`config.mk`:
```
export PLATFORM = sky130hd
export DESIGN_NAME = avc_decoder_config_record_parser_flat
export DESIGN_NICKNAME = d
export VERILOG_FILES = /design/src/avcc_pkg.sv /design/src/avcc_if.sv /design/src/avcc_in_stage.sv /design/src/avcc_step.sv /design/src/avc_decoder_config_record_parser.sv /design/src/flat_wrapper.sv
export SDC_FILE = /design/constraint.sdc
export NUM_CORES = 1
export LEC_CHECK = 0
export BUFFER_PORTS_ARGS = -buffer_cell sky130_fd_sc_hd__buf_2
export CAP_MARGIN = 20
export CORE_AREA = 2 2 148 150
export DETAILED_ROUTE_END_ITERATION = 8
export DIE_AREA = 0 0 150 152
export PLACE_DENSITY_LB_ADDON = 0.08
export SETUP_SLACK_MARGIN = 0.4
export SLEW_MARGIN = 15
export SYNTH_ARGS = -nofsm -noshare
export SYNTH_HDL_FRONTEND = slang
export SYNTH_SLANG_ARGS = --single-unit
```
`constraint.sdc`:
```
create_clock -name clk -period 6 [get_ports clk]
set_input_delay 0.3 -clock clk [delete_from_list [all_inputs] [get_ports clk]]
set_output_delay 0.3 -clock clk [all_outputs]
set_load 0.02 [all_outputs]
```
`src/avcc_pkg.sv`:
```
package avcc_pkg;

  typedef enum logic [3:0] {
    PH_IDLE     = 4'd0,
    PH_VER      = 4'd1,
    PH_PROF     = 4'd2,
    PH_COMPAT   = 4'd3,
    PH_LEVEL    = 4'd4,
    PH_LENSIZE  = 4'd5,
    PH_SPSCOUNT = 4'd6,
    PH_SPS_HI   = 4'd7,
    PH_SPS_LO   = 4'd8,
    PH_SPS_DATA = 4'd9,
    PH_PPSCOUNT = 4'd10,
    PH_PPS_HI   = 4'd11,
    PH_PPS_LO   = 4'd12,
    PH_PPS_DATA = 4'd13,
    PH_SKIP     = 4'd14
  } phase_t;

  // result kinds
  localparam logic [2:0] KIND_STARTED = 3'd0;
  localparam logic [2:0] KIND_HEADER  = 3'd1;
  localparam logic [2:0] KIND_SETLEN  = 3'd2;
  localparam logic [2:0] KIND_SPS     = 3'd3;
  localparam logic [2:0] KIND_PPS     = 3'd4;
  localparam logic [2:0] KIND_SKIPPED = 3'd5;
  localparam logic [2:0] KIND_OUTSIDE = 3'd6;

  // header fields
  localparam logic [2:0] HF_VERSION   = 3'd0;
  localparam logic [2:0] HF_PROFILE   = 3'd1;
  localparam logic [2:0] HF_COMPAT    = 3'd2;
  localparam logic [2:0] HF_LEVEL     = 3'd3;
  localparam logic [2:0] HF_LEN_SIZE  = 3'd4;
  localparam logic [2:0] HF_SPS_COUNT = 3'd5;
  localparam logic [2:0] HF_PPS_COUNT = 3'd6;

  // error codes
  localparam logic [1:0] ERR_NONE  = 2'd0;
  localparam logic [1:0] ERR_LEN   = 2'd1;
  localparam logic [1:0] ERR_EARLY = 2'd2;

  localparam logic [7:0] LEN_SIZE_MASK = 8'h03;
  localparam logic [7:0] COUNT_MASK    = 8'h1F;

  typedef struct packed {
    logic        mode;
    logic [31:0] payload_length;
    logic [7:0]  data_byte;
  } avcc_item_t;

  typedef struct packed {
    phase_t      phase;
    logic [31:0] bytes_left;
    logic [7:0]  sets_left;
    logic [7:0]  current_set;
    logic [15:0] current_length;
    logic [15:0] data_count;
    logic [7:0]  length_high_byte;
  } avcc_state_t;

  typedef struct packed {
    logic [2:0]  kind;
    logic [2:0]  header_field;
    logic [7:0]  value;
    logic [7:0]  set_index;
    logic [15:0] byte_offset;
    logic [15:0] set_length;
    logic        last_of_set;
    logic [1:0]  error_code;
  } avcc_result_t;

endpackage

```
`src/avcc_if.sv`:
```
interface avcc_in_if;
  logic        valid;
  logic        ready;
  logic        mode;
  logic [31:0] payload_length;
  logic [7:0]  data_byte;

  modport source (output valid, mode, payload_length, data_byte, input ready);
  modport sink (input valid, mode, payload_length, data_byte, output ready);
endinterface

interface avcc_out_if;
  logic        valid;
  logic        ready;
  logic [2:0]  kind;
  logic [2:0]  header_field;
  logic [7:0]  value;
  logic [7:0]  set_index;
  logic [15:0] byte_offset;
  logic [15:0] set_length;
  logic        last_of_set;
  logic [1:0]  error_code;

  modport source (output valid, kind, header_field, value, set_index, byte_offset,
                  set_length, last_of_set, error_code, input ready);
  modport sink (input valid, kind, header_field, value, set_index, byte_offset,
                set_length, last_of_set, error_code, output ready);
endinterface

```
`src/avcc_in_stage.sv`:
```
module avcc_in_stage
  import avcc_pkg::*;
(
  input  logic       clk,
  input  logic       rst,
  avcc_in_if.sink    in_ch,
  input  logic       advance,
  output logic       item_valid,
  output avcc_item_t item
);

  // no beat is taken while reset is held
  assign in_ch.ready = !rst && (!item_valid || advance);

  always_ff @(posedge clk) begin
    if (rst) begin
      item_valid <= 1'b0;
    end else if (in_ch.ready) begin
      item_valid <= in_ch.valid;
    end
    if (in_ch.valid && in_ch.ready) begin
      item.mode           <= in_ch.mode;
      item.payload_length <= in_ch.payload_length;
      item.data_byte      <= in_ch.data_byte;
    end
  end

endmodule

```
`src/avcc_step.sv`:
```
module avcc_step
  import avcc_pkg::*;
(
  input  avcc_state_t  cur,
  input  avcc_item_t   item,
  output avcc_state_t  nxt,
  output avcc_result_t res
);

  logic [31:0] bl;
  logic [15:0] len_new;
  logic [15:0] dc_inc;
  logic [7:0]  sets_dec;
  logic [7:0]  count;
  logic        is_sps;
  logic        active;
  phase_t      np;
  phase_t      fin_phase;

  always_comb begin
    nxt      = cur;
    res      = '0;
    np       = cur.phase;
    active   = 1'b0;
    bl       = cur.bytes_left - 32'd1;
    len_new  = {cur.length_high_byte, item.data_byte};
    dc_inc   = cur.data_count + 16'd1;
    sets_dec = cur.sets_left - 8'd1;
    count    = item.data_byte & COUNT_MASK;
    is_sps   = (cur.phase == PH_SPS_HI) || (cur.phase == PH_SPS_LO) ||
               (cur.phase == PH_SPS_DATA);
    // phase after a finished set
    if (sets_dec == 8'd0) begin
      fin_phase = is_sps ? PH_PPSCOUNT : PH_SKIP;
    end else begin
      fin_phase = is_sps ? PH_SPS_HI : PH_PPS_HI;
    end

    if (!item.mode) begin
      nxt.phase            = PH_IDLE;
      nxt.bytes_left       = item.payload_length;
      nxt.sets_left        = 8'd0;
      nxt.current_set      = 8'd0;
      nxt.current_length   = 16'd0;
      nxt.data_count       = 16'd0;
      nxt.length_high_byte = 8'd0;
      res.kind             = KIND_STARTED;
      if (item.payload_length == 32'd0) begin
        res.error_code = ERR_EARLY;
      end else begin
        nxt.phase = PH_VER;
      end
    end else begin
      active = 1'b1;
      unique case (cur.phase)
        PH_VER: begin
          res.kind = KIND_HEADER; res.header_field = HF_VERSION;
          res.value = item.data_byte; np = PH_PROF;
        end
        PH_PROF: begin
          res.kind = KIND_HEADER; res.header_field = HF_PROFILE;
          res.value = item.data_byte; np = PH_COMPAT;
        end
        PH_COMPAT: begin
          res.kind = KIND_HEADER; res.header_field = HF_COMPAT;
          res.value = item.data_byte; np = PH_LEVEL;
        end
        PH_LEVEL: begin
          res.kind = KIND_HEADER; res.header_field = HF_LEVEL;
          res.value = item.data_byte; np = PH_LENSIZE;
        end
        PH_LENSIZE: begin
          res.kind = KIND_HEADER; res.header_field = HF_LEN_SIZE;
          res.value = (item.data_byte & LEN_SIZE_MASK) + 8'd1;
          np = PH_SPSCOUNT;
        end
        PH_SPSCOUNT: begin
          res.kind = KIND_HEADER; res.header_field = HF_SPS_COUNT;
          res.value = count;
          nxt.sets_left = count;
          nxt.current_set = 8'd0;
          np = (count == 8'd0) ? PH_PPSCOUNT : PH_SPS_HI;
        end
        PH_PPSCOUNT: begin
          res.kind = KIND_HEADER; res.header_field = HF_PPS_COUNT;
          res.value = item.data_byte;
          nxt.sets_left = item.data_byte;
          nxt.current_set = 8'd0;
          np = (item.data_byte == 8'd0) ? PH_SKIP : PH_PPS_HI;
        end
        PH_SPS_HI, PH_PPS_HI: begin
          res.kind = KIND_SETLEN;
          res.header_field = is_sps ? HF_SPS_COUNT : HF_PPS_COUNT;
          res.value = item.data_byte;
          res.set_index = cur.current_set;
          nxt.length_high_byte = item.data_byte;
          np = is_sps ? PH_SPS_LO : PH_PPS_LO;
        end
        PH_SPS_LO, PH_PPS_LO: begin
          res.kind = KIND_SETLEN;
          res.header_field = is_sps ? HF_SPS_COUNT : HF_PPS_COUNT;
          res.value = item.data_byte;
          res.set_index = cur.current_set;
          res.set_length = len_new;
          nxt.current_length = len_new;
          nxt.data_count = 16'd0;
          if ({16'd0, len_new} > bl) begin
            res.error_code = ERR_LEN;
            np = PH_SKIP;
          end else if (len_new == 16'd0) begin
            nxt.current_set = cur.current_set + 8'd1;
            nxt.sets_left = sets_dec;
            np = fin_phase;
          end else begin
            np = is_sps ? PH_SPS_DATA : PH_PPS_DATA;
          end
        end
        PH_SPS_DATA, PH_PPS_DATA: begin
          res.kind = is_sps ? KIND_SPS : KIND_PPS;
          res.value = item.data_byte;
          res.set_index = cur.current_set;
          res.byte_offset = cur.data_count;
          res.set_length = cur.current_length;
          nxt.data_count = dc_inc;
          if (dc_inc >= cur.current_length) begin
            res.last_of_set = 1'b1;
            nxt.current_set = cur.current_set + 8'd1;
            nxt.sets_left = sets_dec;
            np = fin_phase;
          end
        end
        PH_SKIP: begin
          res.kind = KIND_SKIPPED;
          res.value = item.data_byte;
        end
        default: begin
          // no box open
          active = 1'b0;
          res.kind = KIND_OUTSIDE;
        end
      endcase

      if (active) begin
        nxt.bytes_left = bl;
        if (bl == 32'd0) begin
          if (np != PH_SKIP && res.error_code == ERR_NONE) begin
            res.error_code = ERR_EARLY;
          end
          np = PH_IDLE;
        end
        nxt.phase = np;
      end else begin
        nxt.phase = PH_IDLE;
      end
    end
  end

endmodule

```
`src/avc_decoder_config_record_parser.sv`:
```
// avcC box payload parser, one byte per beat.
// in_ch: a beat with mode 0 opens a box and gives its payload length; a beat
// with mode 1 carries the next payload byte. out_ch: exactly one result beat
// per input beat, in order, tagging the byte with its role (header field, set
// length byte, sps or pps data byte, skipped, outside box, box start), set index, offset
// within its set, declared set length, last-of-set and an error code.
// Path: an accepted beat is registered in the input register, decoded against
// the parser state by combinational logic, and its result is registered in the
// result register, which drives out_ch.
// Throughput: one beat per cycle while out_ch does not stall; the phase and
// counter update of one byte is combinational logic between the input and result registers.
// Reset (synchronous, rst high) returns to idle with no box open and empties
// both registers; in_ch.ready stays low while rst is high and the first beat
// can be taken in the cycle after reset.
// When out_ch stalls, the result register holds its beat, the input register
// still takes one more beat, and in_ch.ready drops only once both are full.
module avc_decoder_config_record_parser
  import avcc_pkg::*;
(
  input  logic        clk,
  input  logic        rst,
  avcc_in_if.sink     in_ch,
  avcc_out_if.source  out_ch
);

  logic         item_valid;
  avcc_item_t   item;
  logic         advance;
  avcc_state_t  state;
  avcc_state_t  state_next;
  avcc_result_t result_next;
  avcc_result_t result;
  logic         out_valid;

  assign advance = !out_valid || out_ch.ready;

  avcc_in_stage u_in_stage (
    .clk        (clk),
    .rst        (rst),
    .in_ch      (in_ch),
    .advance    (advance),
    .item_valid (item_valid),
    .item       (item)
  );

  avcc_step u_step (
    .cur  (state),
    .item (item),
    .nxt  (state_next),
    .res  (result_next)
  );

  always_ff @(posedge clk) begin
    if (rst) begin
      out_valid <= 1'b0;
      state     <= '{phase: PH_IDLE, default: '0};
    end else if (advance) begin
      out_valid <= item_valid;
      if (item_valid) begin
        state <= state_next;
      end
    end
    if (advance && item_valid) begin
      result <= result_next;
    end
  end

  assign out_ch.valid        = out_valid;
  assign out_ch.kind         = result.kind;
  assign out_ch.header_field = result.header_field;
  assign out_ch.value        = result.value;
  assign out_ch.set_index    = result.set_index;
  assign out_ch.byte_offset  = result.byte_offset;
  assign out_ch.set_length   = result.set_length;
  assign out_ch.last_of_set  = result.last_of_set;
  assign out_ch.error_code   = result.error_code;

endmodule

```
`src/flat_wrapper.sv`:
```
// flat-port wrapper written by rule: the top's interface ports become plain ports
module avc_decoder_config_record_parser_flat import avcc_pkg::*;
  (clk, rst, in_ch_valid, in_ch_mode, in_ch_payload_length, in_ch_data_byte, in_ch_ready, out_ch_valid, out_ch_kind, out_ch_header_field, out_ch_value, out_ch_set_index, out_ch_byte_offset, out_ch_set_length, out_ch_last_of_set, out_ch_error_code, out_ch_ready);
  avcc_in_if in_ch_i ();
  avcc_out_if out_ch_i ();
  input  logic clk;
  input  logic rst;
  input wire logic [$bits(in_ch_i.valid)-1:0] in_ch_valid;
  input wire logic [$bits(in_ch_i.mode)-1:0] in_ch_mode;
  input wire logic [$bits(in_ch_i.payload_length)-1:0] in_ch_payload_length;
  input wire logic [$bits(in_ch_i.data_byte)-1:0] in_ch_data_byte;
  output wire logic [$bits(in_ch_i.ready)-1:0] in_ch_ready;
  output wire logic [$bits(out_ch_i.valid)-1:0] out_ch_valid;
  output wire logic [$bits(out_ch_i.kind)-1:0] out_ch_kind;
  output wire logic [$bits(out_ch_i.header_field)-1:0] out_ch_header_field;
  output wire logic [$bits(out_ch_i.value)-1:0] out_ch_value;
  output wire logic [$bits(out_ch_i.set_index)-1:0] out_ch_set_index;
  output wire logic [$bits(out_ch_i.byte_offset)-1:0] out_ch_byte_offset;
  output wire logic [$bits(out_ch_i.set_length)-1:0] out_ch_set_length;
  output wire logic [$bits(out_ch_i.last_of_set)-1:0] out_ch_last_of_set;
  output wire logic [$bits(out_ch_i.error_code)-1:0] out_ch_error_code;
  input wire logic [$bits(out_ch_i.ready)-1:0] out_ch_ready;
  assign in_ch_i.valid = in_ch_valid;
  assign in_ch_i.mode = in_ch_mode;
  assign in_ch_i.payload_length = in_ch_payload_length;
  assign in_ch_i.data_byte = in_ch_data_byte;
  assign in_ch_ready = in_ch_i.ready;
  assign out_ch_valid = out_ch_i.valid;
  assign out_ch_kind = out_ch_i.kind;
  assign out_ch_header_field = out_ch_i.header_field;
  assign out_ch_value = out_ch_i.value;
  assign out_ch_set_index = out_ch_i.set_index;
  assign out_ch_byte_offset = out_ch_i.byte_offset;
  assign out_ch_set_length = out_ch_i.set_length;
  assign out_ch_last_of_set = out_ch_i.last_of_set;
  assign out_ch_error_code = out_ch_i.error_code;
  assign out_ch_i.ready = out_ch_ready;
  avc_decoder_config_record_parser u_core (.clk(clk), .rst(rst), .in_ch(in_ch_i), .out_ch(out_ch_i));
endmodule
```
==> metrics.csv, run 1 <==
stage;metric;value;unit
run_status;status;finished, final reports clean;
worst_setup_path;path_class;reg2reg;
sta;period_share;0.811;
sta;drv_slew;0;
die;ios;104;
global_routing;antenna_found_initial;1;
clocking;clock_latency;0.44;ns
synthesis;async_flop_share;0;
placement;detailed_place_hpwl;16.8;mm
clocking;post_cts_buffers;0;
run;drv_cap;0;
route;wl;24.9;mm
global_routing;overflow;0;
layout;syn2layout_area_growth;12.6;%
clocking;cts_tree;done;
worst_setup_path;rr_startpoint;u_core.state[56];
global_routing;grt_pass1_vias;7645;
clocking;cts-root-buf;clkbuf_16;
synthesis;ys_types;80;
placement;gp_congestion;0.888;
clocking;clock_path_buffers;2;
synthesis;synth_top_cells_by_area;edfxtp_1 (29%), dfxtp_1 (19%), nor2_1 (5.4%);
clocking;holdBufCountCts;0;
synthesis;yosysTopAreaCellShare;0.292;
clocking;cts-resized-gates;0;
synthesis;synth_nets;1167;
synthesis;synth_common_cells;nor2_1 (146), nand2_1 (106), edfxtp_1 (98);
die;core;21400;sq um
route;via_per_inst;5.66;
worst_setup_path;crit_fanout;23;
synthesis;syn_inst;1081;
die;dieArea;22800;sq um
sta;max_freq;206;MHz
sta;finalSetupViolCount;0;
sta;worst_slew_pin_slew;1.05;ns
clocking;clkTransAtPathRegs;0.07;ns
synthesis;synth.most_common_cell;nor2_1;
placement;place_inst;1412;
synthesis;synth-main-ff-cell;edfxtp_1;
placement;place_ws;1.17;ns
hold_path;hold_path.startpoint;in_ch_payload_length[13];
placement;numPortBuffers;103;
sta;timing.final.crit_period;4.87;ns
clocking;cts_max_level;4;
power;power_density;263;nW/um^2
worst_setup_path;end_kind;flop;
layout;nFillCells;2007;
route;initialDrtViolationCount;595;
global_routing;grt_pass1_wl;40.3;mm
route;dr.pass1.iters;5;
synthesis;synth_edf_count;98;
global_routing;track_usage;0.223;
power;leakagePower;0.00426;uW
synthesis;syn_area;10100;sq um
synthesis;yosys_warnings;0;
sta;slew_headroom;0.299;
worst_setup_path;worst_ep_required_time;6.29;ns
worst_setup_path;r2r_slack;1.13;ns
synthesis;syn_avg_cell_area;9.31;sq um
route;drc;0;
hold_path;min_path_type;in2reg;
sta;rsz0062_at_grt;no;
die;rows;54;
layout;drive_gt1_frac;0.144;
route;num_vias;8186;
worst_setup_path;startpoint;u_core.state[56];
synthesis;synth-seq-cells;192;
sta;fin_ws;1.13;ns
sta;finalHoldViolCount;0;
synthesis;yosysSeqAreaShare;0.479;
layout;layout.cells.non_filler;1446;
layout;nNetsFinal;1238;
clocking;numCtsBuffers;17;
worst_setup_path;critical_path_arrival;5.15;ns
clocking;cts.sinks;192;
route;wl_per_cell;17.2;microns
synthesis;synth_top_area_cell;edfxtp_1;
die;start_util;0.472;
die;die_h;152;microns
die;dieWidth;150;microns
route;ant_nets;0;
sta;tns;0;ns
sta;timing.hold.ws;0.0340;ns
global_routing;grt_max_degree;91;
power;ir_worst_vdd;0.000184;V
worst_setup_path;startpoint_type;flop;
sta;fin_skew;0.0182;ns
placed cells by master, fill, tap and decap left out, drive strengths merged, types with 12 or more instances in the layout:
cell    Yosys  final
nor2b      12     12
ha         41     41
nor3       25     25
inv        34     38
xor2       20     20
a22oi      47     47
nor4       25     25
nor2      146    146
a31oi      12     12
buf         9    115
xnor2      19     19
a21oi      64     64
nand2     106    106
nand3      21     21
clkbuf     54     19
edfxtp     98     98
and3       21     21
dfxtp      94     94
o21ai      67     67
nand4      21     21
and2       28     28
routing by layer:
layer  track usage  up-vias  wire length (microns)
met4        0.0710        0                    478
met1         0.310     3843                  11600
met5             0        -                      0
met3        0.0393       33                   1220
met2         0.355      237                  11600
li1              -     4073                      -
registers in the layout (all words and copies together) (netlist names), 2 cells and up:
| signal | count |
|---|---|
| u_core.out_ch.byte_offset | 16 |
| u_core.out_ch.error_code | 2 |
| u_core.out_ch.header_field | 3 |
| u_core.out_ch.kind | 3 |
| u_core.out_ch.set_index | 8 |
| u_core.out_ch.set_length | 16 |
| u_core.out_ch.value | 8 |
| u_core.state | 92 |
| u_core.u_in_stage.item | 41 |
through the flow:
stage | util | instance area (sq um) | total power (uW)
2_1_floorplan | - | 10100 | 1790
3_3_place_gp | 0.504 | 10800 | 1890
3_5_place_dp | 0.504 | 10800 | 1890
4_1_cts | 0.530 | 11300 | 2990
5_1_grt | 0.531 | 11300 | 3110
6_report | 0.531 | 11300 | 2980
where the power goes:
group | switching, uW | leakage [uW] | internal [uW] | total [uW]
Sequential | 38.6 | 0.00167 | 1420 | 1460
Combinational | 260 | 0.00233 | 149 | 409
Clock | 534 | 0.000263 | 581 | 1120
worst max-delay path, cell delays in order, from the launching register on:
cell and delay, ns:
dfxtp_1 0.37, inv_1 0.12, ha_1 0.25, nor4b_4 0.41
nand2_1 0.21, nor3_1 0.45, nand2b_1 0.15, nor4_1 0.25
xnor2_1 0.19, ha_1 0.29, a21oi_1 0.15, nand2_1 0.07
a221o_1 0.33, nor3_1 0.24, nor2_1 0.17, a31oi_4 0.56
o21ai_0 0.20, a22oi_1 0.23, nor2_1 0.06
cell type report:
cell class | count | area (sq um) | area share
Clock buffer | 19 | 433 | 0.0382
Timing Repair Buffer | 115 | 606 | 0.0534
Clock inverter | 13 | 131 | 0.0116
Tap cell | 280 | 350 | 0.0309
Inverter | 35 | 131 | 0.0116
Antenna cell | 1 | 2.50 | 0.000221
Multi-Input combinational cell | 791 | 4860 | 0.429
Sequential cell | 192 | 4820 | 0.426
kinds of logic after synthesis:
| group | share of synthesized area |
|---|---|
| XOR/XNOR | 0.0358 |
| multiplexers | 0.00932 |
| adder cells (fa/ha/maj) | 0.0520 |
| AND/OR/NAND/NOR | 0.218 |
| buffers and inverters | 0.0389 |
| flip-flops | 0.479 |
| AO/OA/AOI/OAI | 0.167 |
worst paths after layout:
path              cells past startpoint                          to
setup / recovery                     18            u_core.state[53]
hold / removal                        1  u_core.u_in_stage.item[21]
setup reg to reg                     18            u_core.state[53]
hold reg to reg                       2            u_core.state[12]
Power figures use the tool's default switching activity.
==> inputs of run 2 (changes only) <==
==> constraint.sdc (replaced) <==
create_clock -name clk -period 4.1 [get_ports clk]
set_input_delay 0.205 -clock clk [delete_from_list [all_inputs] [get_ports clk]]
set_output_delay 0.205 -clock clk [all_outputs]
set_load 0.02 [all_outputs]
==> metrics.csv, run 2 (synthesized netlist as in run 1, its figures left out) <==
stage;metric;value;unit
worst_setup_path;crit_fanout;5;
hold_path;min_path_type;in2reg;
sta;period_share;0.914;
clocking;clkTransAtPathRegs;0.08;ns
clocking;cts-root-buf;clkbuf_16;
sta;worst_slew_pin_slew;1.09;ns
global_routing;track_usage;0.231;
worst_setup_path;critical_path_arrival;3.94;ns
route;num_vias;8625;
layout;multi_input_area;5070;sq um
sta;finalSetupViolCount;0;
worst_setup_path;startpoint_type;flop;
sta;fin_ws;0.354;ns
sta;drv_slew;0;
placement;place_ws;0.0845;ns
layout;antennaDiodeCount;0;
run;drv_cap;0;
die;start_util;0.472;
layout;design_area;12500;sq um
route;wl_per_cell;17.0;microns
worst_setup_path;end_kind;flop;
layout;layout.cells.non_filler;1545;
global_routing;grt_pass1_vias;7828;
layout;regMostFlops;u_core.state;
worst_setup_path;path_class;reg2reg;
die;ios;104;
layout;nFillCells;1920;
die;dieWidth;150;microns
sta;fin_skew;0.0111;ns
power;leakagePower;0.00480;uW
placement;gp_congestion;0.872;
die;die_h;152;microns
sta;rsz0062_at_grt;yes;
die;dieArea;22800;sq um
clocking;cts_tree;done;
sta;tns;0;ns
route;via_per_inst;5.58;
placement;place_inst;1451;
route;initialDrtViolationCount;670;
layout;syn2layout_area_growth;23.9;%
sta;slew_headroom;0.273;
power;power_density;366;nW/um^2
global_routing;overflow;0;
route;ant_nets;0;
die;core;21400;sq um
global_routing;grt_pass1_wl;42.0;mm
clocking;clock_latency;0.44;ns
global_routing;antenna_found_initial;0;
power;ir_worst_vdd;0.000280;V
sta;max_freq;267;MHz
layout;final_cell_mix;nor2_1 (143), nand2_1 (105), buf_2 (103);
placement;detailed_place_hpwl;17.3;mm
clocking;numCtsBuffers;17;
global_routing;grt_max_degree;90;
layout;nNetsFinal;1338;
sta;finalHoldViolCount;0;
placement;numPortBuffers;103;
sta;timing.final.crit_period;3.75;ns
clocking;clock_path_buffers;2;
layout;largestRegisters;u_core.state: 92 flops, u_core.u_in_stage.item: 41 flops;
layout;regArea;4840;sq um
route;wl;26.3;mm
layout;drive_gt1_frac;0.209;
layout;final_common_cell;nor2_1;
route;drc;0;
run_status;status;finished, final reports clean;
layout;largest_reg_flops;92;
route;dr.pass1.iters;6;
clocking;cts.sinks;192;
worst_setup_path;r2r_slack;0.35;ns
clocking;cts_max_level;4;
placement;dpl_cell_area;11100;sq um
worst_setup_path;worst_ep_required_time;4.29;ns
die;rows;54;
==> run 2: changes by cell type in the layout (fill, tap and decap cells not counted), moves of 4 or more <==
cell | before | now
dfxtp_2 | 0 | 5
nor3_1 | 24 | 18
buf_4 | 12 | 64
dfxtp_1 | 94 | 87
dlygate4sd3_1 | 0 | 42
nor3_2 | 1 | 5
and3_1 | 21 | 17
==> run 2: cell type report <==
type / instances / share of cell area
sequential: 192 / 0.388
inverter: 35 / 0.0109
clock buffer: 20 / 0.0383
clock inverter: 12 / 0.00902
timing repair buffer: 214 / 0.119
tap: 280 / 0.0281
multi-input combinational: 792 / 0.406
==> run 2: report_power, final <==
| part | leakage [uW] | switching, uW | total, uW | internal (uW) |
|---|---|---|---|---|
| combinational | 0.00283 | 432 | 764 | 332 |
| clock | 0.000292 | 803 | 1670 | 871 |
| sequential | 0.00168 | 51.0 | 2130 | 2080 |
==> run 2: routing by layer <==
layer | up-vias | GRT usage | part of all wire | wire length [microns]
met4 | 0 | 0.0647 | 0.018 | 464
met5 | - | 0 | 0 | 0
met3 | 32 | 0.0408 | 0.051 | 1330
met1 | 4041 | 0.325 | 0.45 | 11900
li1 | 4288 | - | - | -
met2 | 264 | 0.368 | 0.48 | 12600
==> run 2: final timing paths <==
kind	startpoint	to	depth (start not counted)
min reg2reg	u_core.state[86]	u_core.state[86]	2
min	out_ch_ready	u_core.out_ch.valid	4
max	u_core.state[57]	u_core.out_ch.error_code[1]	17
max reg2reg	u_core.state[57]	u_core.out_ch.error_code[1]	17
==> run 2: critical path, stage by stage, from the launching register on <==
cell and delay, ns:
dfxtp_4 0.37, inv_4 0.07, ha_4 0.15, nor4b_4 0.24
buf_4 0.16, buf_4 0.09, buf_4 0.13, or2b_1 0.25
xor2_1 0.16, ha_1 0.30, nand4_1 0.19, a2111oi_4 0.46
nor3_4 0.10, nor2_4 0.16, and4_4 0.25, o221ai_2 0.10
and3b_2 0.26, a21oi_2 0.05
==> run 2: metrics by stage <==
| stage | total power (uW) | hold slack, ns | utilization |
|---|---|---|---|
| final | 4570 | 0.0713 | 0.584 |
| after global placement | 2830 | 0.381 | 0.520 |
| after detailed placement | 2840 | 0.383 | 0.520 |
| after floorplan | 2620 | 0.304 | - |
| after global routing | 4760 | 0.122 | 0.584 |
| after CTS | 4560 | 0.0583 | 0.574 |
==> run 2: repair_timing <==
| item | in CTS | in global routing |
|---|---|---|
| hold endpoints to repair | 42 | 0 |
| gates cloned | 1 | 0 |
| pin swaps | 8 | 19 |
| buffers inserted | 6 | 13 |
| setup endpoints to repair | 21 | 21 |
| hold buffers | 42 | 0 |
| gates resized for setup | 15 | 28 |
==> inputs of run 3 (changes only) <==
--- a/config.mk
+++ b/config.mk
@@ -10,7 +10,7 @@
 export CORE_AREA = 2 2 148 150
 export DETAILED_ROUTE_END_ITERATION = 8
 export DIE_AREA = 0 0 150 152
-export PLACE_DENSITY_LB_ADDON = 0.08
+export PLACE_DENSITY = 0.73
 export SETUP_SLACK_MARGIN = 0.4
 export SLEW_MARGIN = 15
 export SYNTH_ARGS = -nofsm -noshare
==> metrics.csv, run 3 (synthesized netlist as in run 1, its figures left out) <==
stage;metric;value;unit
run_status;status;finished, final reports clean;
worst_setup_path;rr_startpoint;u_core.state[56];
run;drv_cap;0;
sta;finalHoldViolCount;0;
route;ant_nets;0;
global_routing;antenna_found_initial;0;
hold_path;min_path_type;in2reg;
layout;final_common_cell;nor2_1;
placement;place_ws;0.0619;ns
clocking;cts.sinks;192;
worst_setup_path;crit_fanout;5;
route;dr.pass1.iters;5;
route;wl_per_cell;17.1;microns
layout;drive_gt1_frac;0.211;
hold_path;hold_path.startpoint;out_ch_ready;
global_routing;grt_max_degree;90;
layout;nFillCells;1843;
worst_setup_path;worst_ep_required_time;4.29;ns
worst_setup_path;path_class;reg2reg;
layout;final_util;0.585;
sta;worst_slew_pin_slew;1.01;ns
hold_path;hold_path_end;u_core.out_ch.valid;
route;wl;26.2;mm
sta;drv_slew;0;
route;num_vias;8849;
layout;largest_reg_flops;92;
route;initialDrtViolationCount;787;
sta;timing.final.crit_period;3.72;ns
clocking;clock_path_buffers;2;
global_routing;overflow;0;
power;ir_worst_vdd;0.000270;V
sta;period_share;0.907;
die;die_h;152;microns
clocking;clock_latency;0.44;ns
die;core;21400;sq um
sta;slew_headroom;0.323;
layout;antennaDiodeCount;0;
clocking;cts_max_level;4;
clocking;clkTransAtPathRegs;0.07;ns
sta;tns;0;ns
layout;nNetsFinal;1326;
worst_setup_path;reg2regPathDepth;19;
placement;numPortBuffers;103;
route;drc;0;
die;dieWidth;150;microns
global_routing;grt_pass1_vias;8275;
worst_setup_path;startpoint_type;flop;
die;rows;54;
worst_setup_path;reg2reg_to;u_core.out_ch.error_code[1];
layout;largestRegisters;u_core.state: 92 flops, u_core.u_in_stage.item: 41 flops;
layout;regMostFlops;u_core.state;
placement;detailed_place_hpwl;17.0;mm
sta;fin_ws;0.381;ns
die;ios;104;
die;start_util;0.472;
route;via_per_inst;5.77;
sta;finalSetupViolCount;0;
clocking;cts-root-buf;clkbuf_16;
global_routing;grt_pass1_wl;42.1;mm
layout;final_cell_mix;nor2_1 (143), nand2_1 (105), buf_2 (103);
sta;rsz0062_at_grt;yes;
hold_path;hold_depth;4;
power;power_density;366;nW/um^2
worst_setup_path;end_kind;flop;
sta;fin_skew;0.0115;ns
worst_setup_path;r2r_slack;0.38;ns
global_routing;track_usage;0.231;
worst_setup_path;critical_path_arrival;3.91;ns
placement;gp_congestion;0.949;
power;leakagePower;0.00477;uW
sta;max_freq;269;MHz
clocking;numCtsBuffers;17;
clocking;cts_tree;done;
die;dieArea;22800;sq um
layout;syn2layout_area_growth;24.0;%
## run 3: power breakdown
part	switching, uW	internal, uW	leakage (uW)
logic	429	319	0.00280
clock network	815	872	0.000292
registers	52.3	2080	0.00168
## run 3: how the worst max path moves through the flow
stage                     startpoint                     endpoint  slack (ns)
floorplan           u_core.state[56]  u_core.out_ch.error_code[1]        0.39
global placement     u_core.state[9]             u_core.state[53]        0.17
detailed placement   u_core.state[9]             u_core.state[53]        0.06
CTS                 u_core.state[56]  u_core.out_ch.error_code[1]        0.30
global route        u_core.state[56]  u_core.out_ch.error_code[1]        0.18
finish              u_core.state[56]  u_core.out_ch.error_code[1]        0.38
## run 3: stage by stage
| step | hold slack [ns] | total power, uW | cell area (sq um) | instances |
|---|---|---|---|---|
| floorplan | 0.304 | 2620 | 10100 | 1081 |
| global placement | 0.382 | 2790 | 11000 | 1436 |
| detailed placement | 0.383 | 2810 | 11000 | 1437 |
| CTS | 0.0626 | 4530 | 12200 | 1524 |
| global route | 0.0987 | 4760 | 12500 | 1533 |
| finish | 0.0691 | 4560 | 12500 | 1533 |
## run 3: area by class of cell
class,instances,area (sq um),share of cell area
clock inverters,15,173,0.0138
flip-flops and latches,192,4850,0.388
clock buffers,17,425,0.0341
multi-input cells,792,5150,0.413
inverters,35,136,0.0109
well taps,280,350,0.0281
repair buffers,202,1400,0.112
## run 3: timing repair
item                                    CTS  global route
gates cloned                              1             0
endpoints found under the setup margin   21            22
pin swaps                                18            31
buffers inserted                         12             9
hold buffers                             42             0
endpoints found under the hold margin    42             0
resized for setup                        13            50
## run 3: critical path: stages (launching register included)
cell	delay (ns)
dfxtp_4	0.37
inv_4	0.07
ha_4	0.12
nor4b_4	0.22
nand2_2	0.12
nor3_4	0.18
nand2b_1	0.10
nor4_2	0.17
xnor2_1	0.13
ha_1	0.34
nand4_1	0.18
buf_4	0.19
a2111oi_4	0.25
nor3_4	0.11
buf_6	0.14
nor3_4	0.15
a21oi_2	0.09
o221ai_2	0.25
and3_4	0.22
a21oi_2	0.06
## run 3: metal layers
layer,wire length (microns),global-route usage
met5,0,0
met4,859,0.0840
met3,1720,0.0538
met2,12200,0.366
met1,11400,0.308
